<file path="src/rtl/core/sps_pkg.sv">
// shared types and constants of the seeded permutation shuffle
`timescale 1ns / 1ps
`default_nettype none

package sps_pkg;

	typedef struct packed {
		logic [6:0]  element_count;
		logic [63:0] seed;
	} job_t;

	typedef struct packed {
		logic [5:0] position;
		logic [5:0] entry_value;
		logic       last;
	} result_t;

	// splitmix64 constants
	localparam logic [63:0] GOLDEN_INC = 64'h9E37_79B9_7F4A_7C15;
	localparam logic [63:0] MIX_MUL_A  = 64'hBF58_476D_1CE4_E5B9;
	localparam logic [63:0] MIX_MUL_B  = 64'h94D0_49BB_1331_11EB;
	localparam int          SHIFT_A    = 30;
	localparam int          SHIFT_B    = 27;
	localparam int          SHIFT_C    = 31;

	// width of the generator output fed to the remainder unit
	localparam int DVD_W = 64;

endpackage

`default_nettype wire

</file>
<file path="src/rtl/core/sps_front.sv">
// front end: accepts jobs, saturates the count, drops empty jobs, two-entry job queue
`timescale 1ns / 1ps
`default_nettype none

module sps_front #(
	parameter int MAX_COUNT = 64,
	parameter int CNT_W     = 7
) (
	input  wire               clk,
	input  wire               arst_n,
	input  wire               job_valid,
	output logic              job_stall,
	input  sps_pkg::job_t     job,
	output logic              q_valid,
	input  wire               q_pop,
	output logic [CNT_W-1:0]  q_count,
	output logic [63:0]       q_seed
);
	import sps_pkg::*;

	localparam int NW = (CNT_W > 7) ? CNT_W : 7;

	logic [NW-1:0]    cnt_ext;
	logic [NW-1:0]    cnt_sat;
	logic             accept;
	logic             push;
	logic [1:0]       fill_q;
	logic             wr_ptr_q;
	logic             rd_ptr_q;
	logic [CNT_W-1:0] count_q [2];
	logic [63:0]      seed_q  [2];

	always_comb begin
		cnt_ext = NW'(job.element_count);
		cnt_sat = (cnt_ext > NW'(MAX_COUNT)) ? NW'(MAX_COUNT) : cnt_ext;
	end

	assign job_stall = (fill_q == 2'd2);
	assign accept    = job_valid && !job_stall;
	// a zero count produces nothing, so it never enters the queue
	assign push      = accept && (job.element_count != '0);

	assign q_valid = (fill_q != 2'd0);
	assign q_count = count_q[rd_ptr_q];
	assign q_seed  = seed_q[rd_ptr_q];

	always_ff @(posedge clk) begin
		if (push) begin
			count_q[wr_ptr_q] <= cnt_sat[CNT_W-1:0];
			seed_q[wr_ptr_q]  <= job.seed;
		end
	end

	always_ff @(posedge clk or negedge arst_n) begin
		if (!arst_n) begin
			fill_q   <= 2'd0;
			wr_ptr_q <= 1'b0;
			rd_ptr_q <= 1'b0;
		end else begin
			if (push) begin
				wr_ptr_q <= ~wr_ptr_q;
			end
			if (q_pop) begin
				rd_ptr_q <= ~rd_ptr_q;
			end
			priority if (push && !q_pop) begin
				fill_q <= fill_q + 2'd1;
			end else if (!push && q_pop) begin
				fill_q <= fill_q - 2'd1;
			end
		end
	end

endmodule

`default_nettype wire

</file>
<file path="src/rtl/core/sps_gen.sv">
// splitmix64 generator built around one shared 32x32 multiplier
`timescale 1ns / 1ps
`default_nettype none

module sps_gen (
	input  wire         clk,
	input  wire         arst_n,
	input  wire         load,
	input  wire  [63:0] seed,
	input  wire         step,
	output logic        done,
	output logic [63:0] result
);
	import sps_pkg::*;

	typedef enum logic [4:0] {
		G_IDLE = 5'b00001,
		G_MULA = 5'b00010,
		G_XORB = 5'b00100,
		G_MULB = 5'b01000,
		G_FIN  = 5'b10000
	} gen_state_t;

	gen_state_t  fsm_q;
	logic [1:0]  phase_q;
	logic [63:0] rng_q;
	logic [63:0] z_q;
	logic [63:0] acc_q;
	logic [63:0] rng_next;
	logic [63:0] mul_k;
	logic [31:0] op_z;
	logic [31:0] op_k;
	logic [63:0] prod;

	assign rng_next = rng_q + GOLDEN_INC;
	assign mul_k    = (fsm_q == G_MULB) ? MIX_MUL_B : MIX_MUL_A;

	// low 64 bits of z*k: zl*kl + ((zl*kh + zh*kl) << 32), one partial product a cycle
	always_comb begin
		op_z = (phase_q == 2'd2) ? z_q[63:32] : z_q[31:0];
		op_k = (phase_q == 2'd1) ? mul_k[63:32] : mul_k[31:0];
		prod = op_z * op_k;
	end

	assign done   = (fsm_q == G_FIN);
	assign result = acc_q ^ (acc_q >> SHIFT_C);

	always_ff @(posedge clk) begin
		unique case (fsm_q)
			G_IDLE: begin
				if (step) begin
					z_q <= rng_next ^ (rng_next >> SHIFT_A);
				end
			end
			G_MULA, G_MULB: begin
				if (phase_q == 2'd0) begin
					acc_q <= prod;
				end else begin
					acc_q[63:32] <= acc_q[63:32] + prod[31:0];
				end
			end
			G_XORB: begin
				z_q <= acc_q ^ (acc_q >> SHIFT_B);
			end
			G_FIN: begin
			end
			default: begin
			end
		endcase
	end

	always_ff @(posedge clk or negedge arst_n) begin
		if (!arst_n) begin
			fsm_q   <= G_IDLE;
			phase_q <= 2'd0;
			rng_q   <= '0;
		end else begin
			unique case (fsm_q)
				G_IDLE: begin
					phase_q <= 2'd0;
					priority if (load) begin
						rng_q <= seed;
					end else if (step) begin
						rng_q <= rng_next;
						fsm_q <= G_MULA;
					end
				end
				G_MULA: begin
					if (phase_q == 2'd2) begin
						phase_q <= 2'd0;
						fsm_q   <= G_XORB;
					end else begin
						phase_q <= phase_q + 2'd1;
					end
				end
				G_XORB: begin
					fsm_q <= G_MULB;
				end
				G_MULB: begin
					if (phase_q == 2'd2) begin
						phase_q <= 2'd0;
						fsm_q   <= G_FIN;
					end else begin
						phase_q <= phase_q + 2'd1;
					end
				end
				G_FIN: begin
					fsm_q <= G_IDLE;
				end
				default: begin
					fsm_q <= G_IDLE;
				end
			endcase
		end
	end

endmodule

`default_nettype wire

</file>
<file path="src/rtl/core/sps_mod.sv">
// bit-serial restoring remainder of a 64-bit value by a small divisor
`timescale 1ns / 1ps
`default_nettype none

module sps_mod #(
	parameter int CNT_W = 7
) (
	input  wire              clk,
	input  wire              arst_n,
	input  wire              start,
	input  wire  [63:0]      dividend,
	input  wire  [CNT_W-1:0] divisor,
	output logic             done,
	output logic [CNT_W-1:0] remainder
);
	import sps_pkg::*;

	localparam int BIT_W = $clog2(DVD_W);

	logic [DVD_W-1:0] dvd_q;
	logic [CNT_W-1:0] div_q;
	logic [CNT_W-1:0] rem_q;
	logic [BIT_W-1:0] bit_q;
	logic             busy_q;
	logic             done_q;
	logic [CNT_W:0]   trial;
	logic [CNT_W:0]   diff;
	logic             ge;

	// remainder stays below the divisor, so the trial stays below twice it
	always_comb begin
		trial = {rem_q, dvd_q[DVD_W-1]};
		ge    = (trial >= {1'b0, div_q});
		diff  = trial - {1'b0, div_q};
	end

	assign done      = done_q;
	assign remainder = rem_q;

	always_ff @(posedge clk) begin
		if (start) begin
			dvd_q <= dividend;
			div_q <= divisor;
			rem_q <= '0;
		end else if (busy_q) begin
			rem_q <= ge ? diff[CNT_W-1:0] : trial[CNT_W-1:0];
			dvd_q <= {dvd_q[DVD_W-2:0], 1'b0};
		end
	end

	always_ff @(posedge clk or negedge arst_n) begin
		if (!arst_n) begin
			busy_q <= 1'b0;
			done_q <= 1'b0;
			bit_q  <= '0;
		end else begin
			done_q <= 1'b0;
			if (start) begin
				busy_q <= 1'b1;
				bit_q  <= '0;
			end else if (busy_q) begin
				bit_q <= bit_q + BIT_W'(1);
				if (bit_q == BIT_W'(DVD_W - 1)) begin
					busy_q <= 1'b0;
					done_q <= 1'b1;
				end
			end
		end
	end

endmodule

`default_nettype wire

</file>
<file path="src/rtl/core/sps_back.sv">
// back end: permutation store, fill / shuffle / emit sequencer, output register
`timescale 1ns / 1ps
`default_nettype none

module sps_back #(
	parameter int MAX_COUNT = 64,
	parameter int IDX_W     = 6,
	parameter int CNT_W     = 7
) (
	input  wire                 clk,
	input  wire                 arst_n,
	input  wire                 q_valid,
	output logic                q_pop,
	input  wire  [CNT_W-1:0]    q_count,
	input  wire  [63:0]         q_seed,
	output logic                result_valid,
	input  wire                 result_stall,
	output sps_pkg::result_t    result
);
	import sps_pkg::*;

	typedef enum logic [8:0] {
		S_IDLE = 9'b000000001,
		S_FILL = 9'b000000010,
		S_STEP = 9'b000000100,
		S_GEN  = 9'b000001000,
		S_MOD  = 9'b000010000,
		S_RD   = 9'b000100000,
		S_WRI  = 9'b001000000,
		S_WRJ  = 9'b010000000,
		S_EMRD = 9'b100000000
	} seq_state_t;

	// emit write-out reuses read port a: S_EMRD reads the store in E_OFF, then waits in E_WAIT for the output register
	typedef enum logic [1:0] {
		E_OFF  = 2'b01,
		E_WAIT = 2'b10
	} emit_state_t;

	seq_state_t       st_q;
	emit_state_t      em_q;
	logic [CNT_W-1:0] n_q;
	logic [IDX_W-1:0] k_q;
	logic [IDX_W-1:0] i_q;
	logic [IDX_W-1:0] j_q;
	logic             last_k;

	logic [IDX_W-1:0] mem [MAX_COUNT];
	logic             we;
	logic [IDX_W-1:0] waddr;
	logic [IDX_W-1:0] wdata;
	logic             rd_en;
	logic [IDX_W-1:0] ra_addr;
	logic [IDX_W-1:0] rb_addr;
	logic [IDX_W-1:0] rda_q;
	logic [IDX_W-1:0] rdb_q;

	logic             gen_load;
	logic             gen_step;
	logic             gen_done;
	logic [63:0]      gen_result;
	logic             mod_start;
	logic             mod_done;
	logic [CNT_W-1:0] mod_rem;

	logic             out_load;
	logic             result_valid_q;
	result_t          result_q;

	sps_gen u_gen (
		.clk    (clk),
		.arst_n (arst_n),
		.load   (gen_load),
		.seed   (q_seed),
		.step   (gen_step),
		.done   (gen_done),
		.result (gen_result)
	);

	sps_mod #(
		.CNT_W (CNT_W)
	) u_mod (
		.clk       (clk),
		.arst_n    (arst_n),
		.start     (mod_start),
		.dividend  (gen_result),
		.divisor   (CNT_W'(i_q) + CNT_W'(1)),
		.done      (mod_done),
		.remainder (mod_rem)
	);

	assign last_k       = (CNT_W'(k_q) == (n_q - CNT_W'(1)));
	assign result_valid = result_valid_q;
	assign result       = result_q;

	// store: one write port, two registered read ports
	always_ff @(posedge clk) begin
		if (we) begin
			mem[waddr] <= wdata;
		end
		if (rd_en) begin
			rda_q <= mem[ra_addr];
			rdb_q <= mem[rb_addr];
		end
	end

	always_comb begin
		we        = 1'b0;
		waddr     = k_q;
		wdata     = k_q;
		rd_en     = 1'b0;
		ra_addr   = i_q;
		rb_addr   = j_q;
		q_pop     = 1'b0;
		gen_load  = 1'b0;
		gen_step  = 1'b0;
		mod_start = 1'b0;
		out_load  = 1'b0;
		unique case (st_q)
			S_IDLE: begin
				q_pop    = q_valid;
				gen_load = q_valid;
			end
			S_FILL: begin
				we = 1'b1;
			end
			S_STEP: begin
				gen_step = 1'b1;
			end
			S_GEN: begin
				mod_start = gen_done;
			end
			S_MOD: begin
			end
			S_RD: begin
				rd_en = 1'b1;
			end
			S_WRI: begin
				we    = 1'b1;
				waddr = i_q;
				wdata = rdb_q;
			end
			S_WRJ: begin
				we    = 1'b1;
				waddr = j_q;
				wdata = rda_q;
			end
			S_EMRD: begin
				if (em_q == E_OFF) begin
					rd_en   = 1'b1;
					ra_addr = k_q;
				end else begin
					out_load = !result_valid_q || !result_stall;
				end
			end
			default: begin
			end
		endcase
	end

	always_ff @(posedge clk) begin
		unique case (st_q)
			S_IDLE: begin
				n_q <= q_count;
				k_q <= '0;
			end
			S_FILL: begin
				if (last_k) begin
					i_q <= IDX_W'(n_q - CNT_W'(1));
					k_q <= '0;
				end else begin
					k_q <= k_q + IDX_W'(1);
				end
			end
			S_MOD: begin
				if (mod_done) begin
					j_q <= mod_rem[IDX_W-1:0];
				end
			end
			S_WRJ: begin
				i_q <= i_q - IDX_W'(1);
			end
			S_EMRD: begin
				if (out_load) begin
					result_q.position    <= 6'(k_q);
					result_q.entry_value <= 6'(rda_q);
					result_q.last        <= last_k;
					k_q                  <= k_q + IDX_W'(1);
				end
			end
			default: begin
			end
		endcase
	end

	always_ff @(posedge clk or negedge arst_n) begin
		if (!arst_n) begin
			st_q           <= S_IDLE;
			em_q           <= E_OFF;
			result_valid_q <= 1'b0;
		end else begin
			if (out_load) begin
				result_valid_q <= 1'b1;
			end else if (!result_stall) begin
				result_valid_q <= 1'b0;
			end
			unique case (st_q)
				S_IDLE: begin
					if (q_valid) begin
						st_q <= S_FILL;
					end
				end
				S_FILL: begin
					if (last_k) begin
						// a single entry needs no swap
						st_q <= (n_q == CNT_W'(1)) ? S_EMRD : S_STEP;
						em_q <= E_OFF;
					end
				end
				S_STEP: begin
					st_q <= S_GEN;
				end
				S_GEN: begin
					if (gen_done) begin
						st_q <= S_MOD;
					end
				end
				S_MOD: begin
					if (mod_done) begin
						st_q <= S_RD;
					end
				end
				S_RD: begin
					st_q <= S_WRI;
				end
				S_WRI: begin
					st_q <= S_WRJ;
				end
				S_WRJ: begin
					st_q <= (i_q == IDX_W'(1)) ? S_EMRD : S_STEP;
					em_q <= E_OFF;
				end
				S_EMRD: begin
					unique case (em_q)
						E_OFF: begin
							em_q <= E_WAIT;
						end
						E_WAIT: begin
							if (out_load) begin
								em_q <= E_OFF;
								if (last_k) begin
									st_q <= S_IDLE;
								end
							end
						end
						default: begin
							em_q <= E_OFF;
						end
					endcase
				end
				default: begin
					st_q <= S_IDLE;
				end
			endcase
		end
	end

endmodule

`default_nettype wire

</file>
<file path="src/rtl/core/seeded_permutation_shuffle_top.sv">
// top level of the seeded permutation shuffle
`timescale 1ns / 1ps
`default_nettype none

// each job item carries an element count n (0..127, saturated to MAX_COUNT) and a
// 64-bit seed. the block fills its store with 0..n-1, runs a swap-based random shuffle
// driven by splitmix64 (for i = n-1 down to 1, j = next % (i+1), swap i and j) and
// then returns n result items in position order, with last set on the final one. a
// count of zero returns nothing. a front queue holds up to two pending jobs, so new
// jobs are taken while the back end shuffles or while a result waits on result_stall.
// for each job the store is filled first. with n >= 2 each swap then runs the generator
// and then the bit-serial remainder unit (one bit of the 64-bit generator output per
// cycle); a job with n = 1 skips the swaps. each result is then read from the store
// and waits for the output register. the generator shares one 32x32 multiplier over
// the two 64-bit mixing products. the store is not cleared: every job writes each
// entry it reads before reading it.

module seeded_permutation_shuffle_top #(
	parameter int MAX_COUNT = 64
) (
	input  wire               clk,
	input  wire               arst_n,
	input  wire               job_valid,
	output logic              job_stall,
	input  sps_pkg::job_t     job,
	output logic              result_valid,
	input  wire               result_stall,
	output sps_pkg::result_t  result
);
	import sps_pkg::*;

	// store address width and width of a count 0..MAX_COUNT
	localparam int IDX_W = $clog2(MAX_COUNT);
	localparam int CNT_W = $clog2(MAX_COUNT + 1);

	// job queue between the front and back ends
	logic             q_valid;
	logic             q_pop;
	logic [CNT_W-1:0] q_count;
	logic [63:0]      q_seed;

	// front: takes jobs, saturates the count, drops empty ones
	sps_front #(
		.MAX_COUNT (MAX_COUNT),
		.CNT_W     (CNT_W)
	) u_front (
		.clk       (clk),
		.arst_n    (arst_n),
		.job_valid (job_valid),
		.job_stall (job_stall),
		.job       (job),
		.q_valid   (q_valid),
		.q_pop     (q_pop),
		.q_count   (q_count),
		.q_seed    (q_seed)
	);

	// back: fill, shuffle and emit one job at a time
	sps_back #(
		.MAX_COUNT (MAX_COUNT),
		.IDX_W     (IDX_W),
		.CNT_W     (CNT_W)
	) u_back (
		.clk          (clk),
		.arst_n       (arst_n),
		.q_valid      (q_valid),
		.q_pop        (q_pop),
		.q_count      (q_count),
		.q_seed       (q_seed),
		.result_valid (result_valid),
		.result_stall (result_stall),
		.result       (result)
	);

endmodule

`default_nettype wire

</file>
<file path="config.mk">
export PLATFORM = sky130hd
export DESIGN_NAME = seeded_permutation_shuffle_top
export DESIGN_NICKNAME = d
export VERILOG_FILES = /design/src/rtl/core/sps_pkg.sv /design/src/rtl/core/sps_front.sv /design/src/rtl/core/sps_gen.sv /design/src/rtl/core/sps_mod.sv /design/src/rtl/core/sps_back.sv /design/src/rtl/core/seeded_permutation_shuffle_top.sv
export SDC_FILE = /design/constraint.sdc
export NUM_CORES = 2
export LEC_CHECK = 0
export ABC_AREA = 1
export BUFFER_PORTS_ARGS = -buffer_cell sky130_fd_sc_hd__buf_2
export CORE_ASPECT_RATIO = 2
export CORE_MARGIN = 2
export CORE_UTILIZATION = 46
export CTS_CLUSTER_DIAMETER = 60
export DETAILED_ROUTE_END_ITERATION = 6
export MAX_ROUTING_LAYER = met4
export PLACE_DENSITY = 0.63
export SLEW_MARGIN = 20
export SYNTH_ARGS = -nofsm -noshare
export SYNTH_HDL_FRONTEND = slang
export SYNTH_SLANG_ARGS = --single-unit
</file>
<file path="constraint.sdc">
create_clock -name clk -period 26.9 [get_ports clk]
set_input_delay 2.69 -clock clk [delete_from_list [all_inputs] [get_ports clk]]
set_output_delay 2.69 -clock clk [all_outputs]
set_load 0.005 [all_outputs]
</file>
== Word-level counts from Yosys, hierarchy flattened ==
Memories as Yosys holds them, arrays and structs flattened. A register that Yosys moved wholly into a read port is not among the register bits.
Cells that the tools add are included.

* Add/subtract/negate cells: 11
* Multiply operators: 1
* Order comparisons: 2
* Eq/ne operators: 36
* Mux-type cells: 66
* Bitwise operators: 5
* Reductions and logical operators: 33

{| class="wikitable"
|+ Operators by type and width
! kind !! count
|-
| $mux 64 || 5
|-
| $pmux 64 s2 || 1
|-
| $mux 32 || 3
|-
| $mux 9 || 9
|-
| $pmux 9 s9 || 1
|-
| $add 64x64->64 const B || 1
|-
| $mul 32x32->64 || 1
|-
| $xor 64x33->64 || 1
|-
| $xor 64x34->64 || 1
|-
| $xor 64x37->64 || 1
|-
| $mux 62 || 1
|-
| $mux 6 || 7
|-
| $pmux 6 s2 || 3
|-
| $add 32x32->32 || 1
|-
| $mux 5 || 4
|-
| $pmux 5 s4 || 1
|-
| $mux 1 || 19
|-
| $ne 2x1->1 const B || 9
|-
| $pmux 6 s3 || 1
|-
| $mux 7 || 2
|-
| $reduce_and 2->1 || 7
|-
| $reduce_bool 2->1 || 7
|-
| $add 6x1->6 const B || 2
|-
| $mux 2 || 5
|-
| 45 further kinds || 61
|}

* Register bits: 332
* Memory bits (writable): 526
* Input port bits: 75
* Output and inout port bits: 15
* Logic and storage cells: 181
* Memories: 3

{| class="wikitable"
|+ Memories
! memory !! depth !! width !! read ports !! clocked after Yosys merged registers in !! write ports !! RTL line !! source
|-
| u_back.mem || 64 || 6 || 2 || 2 || 1 || sps_back.sv:48 || <nowiki>logic [IDX_W-1:0] mem [MAX_COUNT];</nowiki>
|-
| u_front.seed_q || 2 || 64 || 1 || 0 || 1 || sps_front.sv:31 || <nowiki>logic [63:0] seed_q [2];</nowiki>
|-
| u_front.count_q || 2 || 7 || 1 || 1 || 1 || sps_front.sv:30 || <nowiki>logic [CNT_W-1:0] count_q [2];</nowiki>
|}

== Longest topological paths before layout ==
* Depth in word-level cells: 8
* Depth in mapped cells: 47

== Modules after synthesis ==
From an unflattened synthesis, not the netlist that was laid out.

* Cell total of the unflattened synthesis: 9035
* Area, all modules: 79248.5 um2

{| class="wikitable"
|+ By module, submodules not included
! module !! instances !! cells an instance !! area each (um2)
|-
| sps_gen || 1 || 5679 || 45650.0
|-
| sps_back || 1 || 2655 || 23840.4
|-
| sps_front || 1 || 273 || 5781.8
|-
| sps_mod || 1 || 428 || 3976.3
|}

== Worst setup path after synthesis ==
Ideal clock, no wire load.

* Path type: reg2reg
* From: register u_back.u_gen.fsm_q[4]
* To: register u_back.u_gen.acc_q[63], data pin
* Setup time: 254 ps
* Data arrival time: 8925 ps
* Data required time: 26646 ps
* Path slack: 17721 ps
* Stages on the path, launching flop included: 40
* Buffers on the path: 2
* Clock period less this slack: 9179 ps
* Path through: dfrtp_1 nor4_4 clkinv_1 clkbuf_1 ha_1 clkbuf_1 nor2_1 inv_1 fa_1 inv_1 fa_1 fa_1 inv_1 fa_1 inv_1 fa_1 fa_1 fa_1 [4 not listed] nand2_1 nor2_1 inv_1 nor2_1 nand3_1 o21ai_0 xor2_1 ha_1 nand2_1 inv_1 a21oi_1 nor2_1 nor3_1 o21ai_0 a21oi_1 nand3_1 nand3_1 nand2_1

* Longest elaborated chain between the ends: 6

{| class="wikitable"
|+ RTL lines
! element !! RTL line !! source
|-
| start: declaration || sps_gen.sv:24 || <nowiki>gen_state_t fsm_q;</nowiki>
|-
| start signal: assignment || sps_gen.sv:74 || <nowiki>fsm_q <= G_IDLE;</nowiki>
|-
| start signal: assignment || sps_gen.sv:85 || <nowiki>fsm_q <= G_MULA;</nowiki>
|-
| start signal: assignment || sps_gen.sv:91 || <nowiki>fsm_q <= G_XORB;</nowiki>
|-
| $eq 5x4->1 || sps_gen.sv:36 || <nowiki>assign mul_k = (fsm_q == G_MULB) ? MIX_MUL_B : MIX_MUL_A;</nowiki>
|-
| $mux 62 || sps_gen.sv:36 ||
|-
| $mux 32 || sps_gen.sv:41 || <nowiki>op_k = (phase_q == 2'd1) ? mul_k[63:32] : mul_k[31:0];</nowiki>
|-
| $mul 32x32->64 || sps_gen.sv:42 || <nowiki>prod = op_z * op_k;</nowiki>
|-
| net u_back.u_gen.prod[25] || sps_gen.sv:33 || <nowiki>logic [63:0] prod;</nowiki>
|-
| $add 32x32->32 || sps_gen.sv:59 || <nowiki>acc_q[63:32] <= acc_q[63:32] + prod[31:0];</nowiki>
|-
| $mux 32 || sps_gen.sv:56 || <nowiki>if (phase_q == 2'd0) begin</nowiki>
|-
| end signal: assignment || sps_gen.sv:57 || <nowiki>acc_q <= prod;</nowiki>
|-
| end signal: assignment || sps_gen.sv:59 ||
|-
| end: declaration || sps_gen.sv:28 || <nowiki>logic [63:0] acc_q;</nowiki>
|}

The timed path passes the listed nets, and every way through them passes these cells.
A chain may end at the register's enable or synchronous reset.

== Final worst setup path ==
* From: register u_back.u_gen.fsm_q[1]
* To: register u_back.u_gen.acc_q[60], data pin

The elaborated chain is that of the path after synthesis.

==> flow_metrics.env <==
export IMPL_finalWeightedCongestion=1.18
export IMPL_relSlewSlack_pct=16.4
export IMPL_synthArstFlopShare_pct=10.8
export IMPL_coreArea_um2=167000
export IMPL_crit_fanout=32
export IMPL_ys_types=55
export IMPL_drc=0
export IMPL_drive_above_1_share_pct=4.55
export IMPL_worstSetupEndpointType="register"
export IMPL_synth_area_top_cells="edfxtp_1, fa_1, inv_1"
export IMPL_routed_via_count=64500
export IMPL_critPathBufInv=9
export IMPL_crit_slowest_cell="ha_2"
export IMPL_row_count=212
export IMPL_synthCells=8800
export IMPL_max_stage_delay_ns=1.04
export IMPL_fin_util_pct=49.6
export IMPL_root_buffer="clkbuf_16"
export IMPL_post_cts_buffers=0
export IMPL_initial_utilization_pct=46.2
export IMPL_critical_path_class="reg2reg"
export IMPL_min_period_ns=13.74
export IMPL_antenna_found_initial=25
export IMPL_die_area_um2=171000
export IMPL_cts_tree="yes"
export IMPL_reg2reg_to="u_back.u_gen.acc_q[60]"
export IMPL_grt_overflow_total=0
export IMPL_crit_required_ns=27.34
export IMPL_first_iter_violations=5486
export IMPL_multiInputGateArea_um2=43400
export IMPL_ys_seq_area_share_pct=33.5
export IMPL_stdcell_area_um2=82600
export IMPL_ys_seq_elements=877
export IMPL_n_fill_cell=15900
export IMPL_fin_crit_sh_pct=51.1
export IMPL_status="finished clean"
export IMPL_yosys_warnings=0
export IMPL_clockBufferDepth=3
export IMPL_grt_pass1_wl_um=478000
export IMPL_path_clk_slew_ns=0.07
export IMPL_synth_avg_cell_area_um2=8.75
export IMPL_r2r_cells=37
export IMPL_hold_buffers=0
export IMPL_timing_final_hold_violations=0
export IMPL_routed_via_density=5.86
export IMPL_synth_top_cell_area_share_pct=30.2
export IMPL_r2r_start="u_back.u_gen.fsm_q[1]"
export IMPL_skew_ns=0.0563
export IMPL_drtAntennaViolNets=0
export IMPL_finalNetCount=10100
export IMPL_drt_pass1_iterations=7
export IMPL_synth_largest_area_cell="edfxtp_1"
export IMPL_critPathArrivalTime_ns=14.18
export IMPL_area_growth_pct=7.32
export IMPL_die_w_um=293
export IMPL_hpwlAfterDp_um=268000
export IMPL_hold_class="reg2reg"
export IMPL_hold_depth=0
export IMPL_rrSetupSlack_ns=13.16
export IMPL_syn_cell_area_um2=77000
export IMPL_totalWireLength_um=339000
export IMPL_crit_family="adder cells"
export IMPL_tightest_slew_ns=1.24
export IMPL_cts_buffers=77
export IMPL_ctsResizeCount=0
export IMPL_finalSetupViolations=0
export IMPL_grt_setup_unrepaired="false"
export IMPL_clock_latency_ns=0.72
export IMPL_ys_flop_type="edfxtp_1"
export IMPL_dieHeight_um=582
export IMPL_hold_end="u_back.result[10]"
export IMPL_io_pins=90
export IMPL_cts_sinks=877
export IMPL_grt_max_degree=163
export IMPL_avgRoutedWirePerCell_um=30.8
export IMPL_crit_top_cell="fa_1"
export IMPL_grt_pass1_vias=67500
export IMPL_syn_nets=10100
export IMPL_tns_ns=0
export IMPL_final_seq_area_um2=25800
export IMPL_hold_start="u_back.k_q[3]"
export IMPL_cap_violations=0
export IMPL_synth_edf_count=775
export IMPL_port_buffers=89
export IMPL_place_area_um2=79800
export IMPL_fmax_mhz=72.8
export IMPL_startpoint_type="register"
export IMPL_htreeDepth=3
export IMPL_slew_viol_final=0
export IMPL_grtUsageTotal_pct=41.2
## worst max-delay path by stage
stage                        endpoint  cells past startpoint             startpoint
6_report       u_back.u_gen.acc_q[60]                     37  u_back.u_gen.fsm_q[1]
5_1_grt        u_back.u_gen.acc_q[60]                     37  u_back.u_gen.fsm_q[1]
4_1_cts        u_back.u_gen.acc_q[60]                     38  u_back.u_gen.fsm_q[1]
3_5_place_dp   u_back.u_gen.acc_q[60]                     36  u_back.u_gen.fsm_q[4]
3_3_place_gp   u_back.u_gen.acc_q[60]                     38  u_back.u_gen.fsm_q[1]
2_1_floorplan  u_back.u_gen.acc_q[63]                     39  u_back.u_gen.fsm_q[4]
## placed cells by master, fill, tap and decap left out, types with 24 or more instances in the layout
cell type | synthesis | final
inv_1 | 1752 | 1748
nand2_1 | 1432 | 1429
nor2_1 | 893 | 887
fa_1 | 823 | 823
edfxtp_1 | 775 | 775
nand3_1 | 702 | 701
o21ai_0 | 595 | 569
ha_1 | 384 | 382
a21oi_1 | 372 | 368
buf_4 | 1 | 115
xor2_1 | 97 | 96
dfrtp_1 | 92 | 91
buf_2 | 72 | 88
xnor2_1 | 81 | 81
clkbuf_16 | 0 | 77
o21ai_1 | 40 | 63
nand3b_1 | 49 | 49
nor3_1 | 47 | 47
mux2i_1 | 45 | 45
nand4_1 | 42 | 42
a221oi_1 | 29 | 29
diode_2 | 0 | 24
## registers in the layout, summed over array words and instances, names as in the netlist, 2 cells and up
name,cells
u_back.mem,384
u_back.u_gen.rng_q,64
u_back.em_q,2
u_front.count_q,14
u_back.rdb_q,6
u_back.k_q,6
u_front.seed_q,128
u_back.u_mod.bit_q,6
u_back.j_q,6
u_front.fill_q,2
u_back.u_mod.div_q,7
u_back.u_gen.acc_q,64
u_back.n_q,7
u_back.u_mod.dvd_q,64
u_back.rda_q,6
u_back.u_gen.fsm_q,5
u_back.u_gen.z_q,64
u_back.st_q,9
u_back.i_q,6
u_back.u_gen.phase_q,2
u_back.u_mod.remainder,7
u_back.result,13
## cell type report
type / instances / area share (%)
diodes: 24 / 0.0727
repair buffers: 207 / 1.65
inverters: 1772 / 8.05
flip-flops and latches: 877 / 31.2
clock buffers: 87 / 2.38
well taps: 2140 / 3.24
multi-input cells: 5834 / 52.5
clock inverters: 56 / 0.847
## per-stage QoR
stage               setup WS [ns]  std cells  hold slack [ns]
floorplan                   17.72       8800            0.426
global placement            13.70      10800            0.465
detailed placement          13.70      10800            0.463
CTS                         13.70      11000            0.489
global route                13.02      11000            0.499
finish                      13.16      11000            0.483
## cells in the mapped netlist, types with 5 or more instances
library cell	n
nand4_1	42
o21bai_1	21
inv_1	1752
o21ai_1	40
ha_1	384
buf_1	19
o211ai_1	20
o21a_1	16
or2_2	9
o221ai_1	22
xnor2_1	81
dfrtp_1	92
clkinv_1	8
a32oi_1	7
inv_2	12
fa_1	823
a221o_1	5
a221oi_1	29
clkbuf_1	224
a21o_1	19
nand3b_1	49
dfxtp_1	7
o21ai_0	595
nor3_1	47
edfxtp_1	775
nand3_1	702
nand2_2	6
nand2_1	1432
a21oi_1	372
a21boi_0	7
o22ai_1	17
nor4_1	12
nor2_1	893
buf_2	72
mux2i_1	45
a31oi_1	12
xor2_1	97
## logic make-up (layout without fill, tap and decap cells)
group,count (synthesis),count (layout),synth area share (%)
xor+xnor,178,178,2.03
other cells,0,24,0
simple gates,3208,3208,17.4
mux,45,45,0.585
buf+inv,2089,2122,10.3
flops,877,877,33.5
fa+ha+maj,1207,1207,27.7
compound gates,1196,1196,8.47
## per-layer routing
metal / track usage, % / part of all wire (%)
met5: - / 0
met4: 46.2 / 15
met3: 7.79 / 6.2
met2: 71.7 / 51
met1: 34.3 / 28
Power is not shown: default switching activity piles up to over one toggle a cycle in this logic, so the estimate is an artifact.
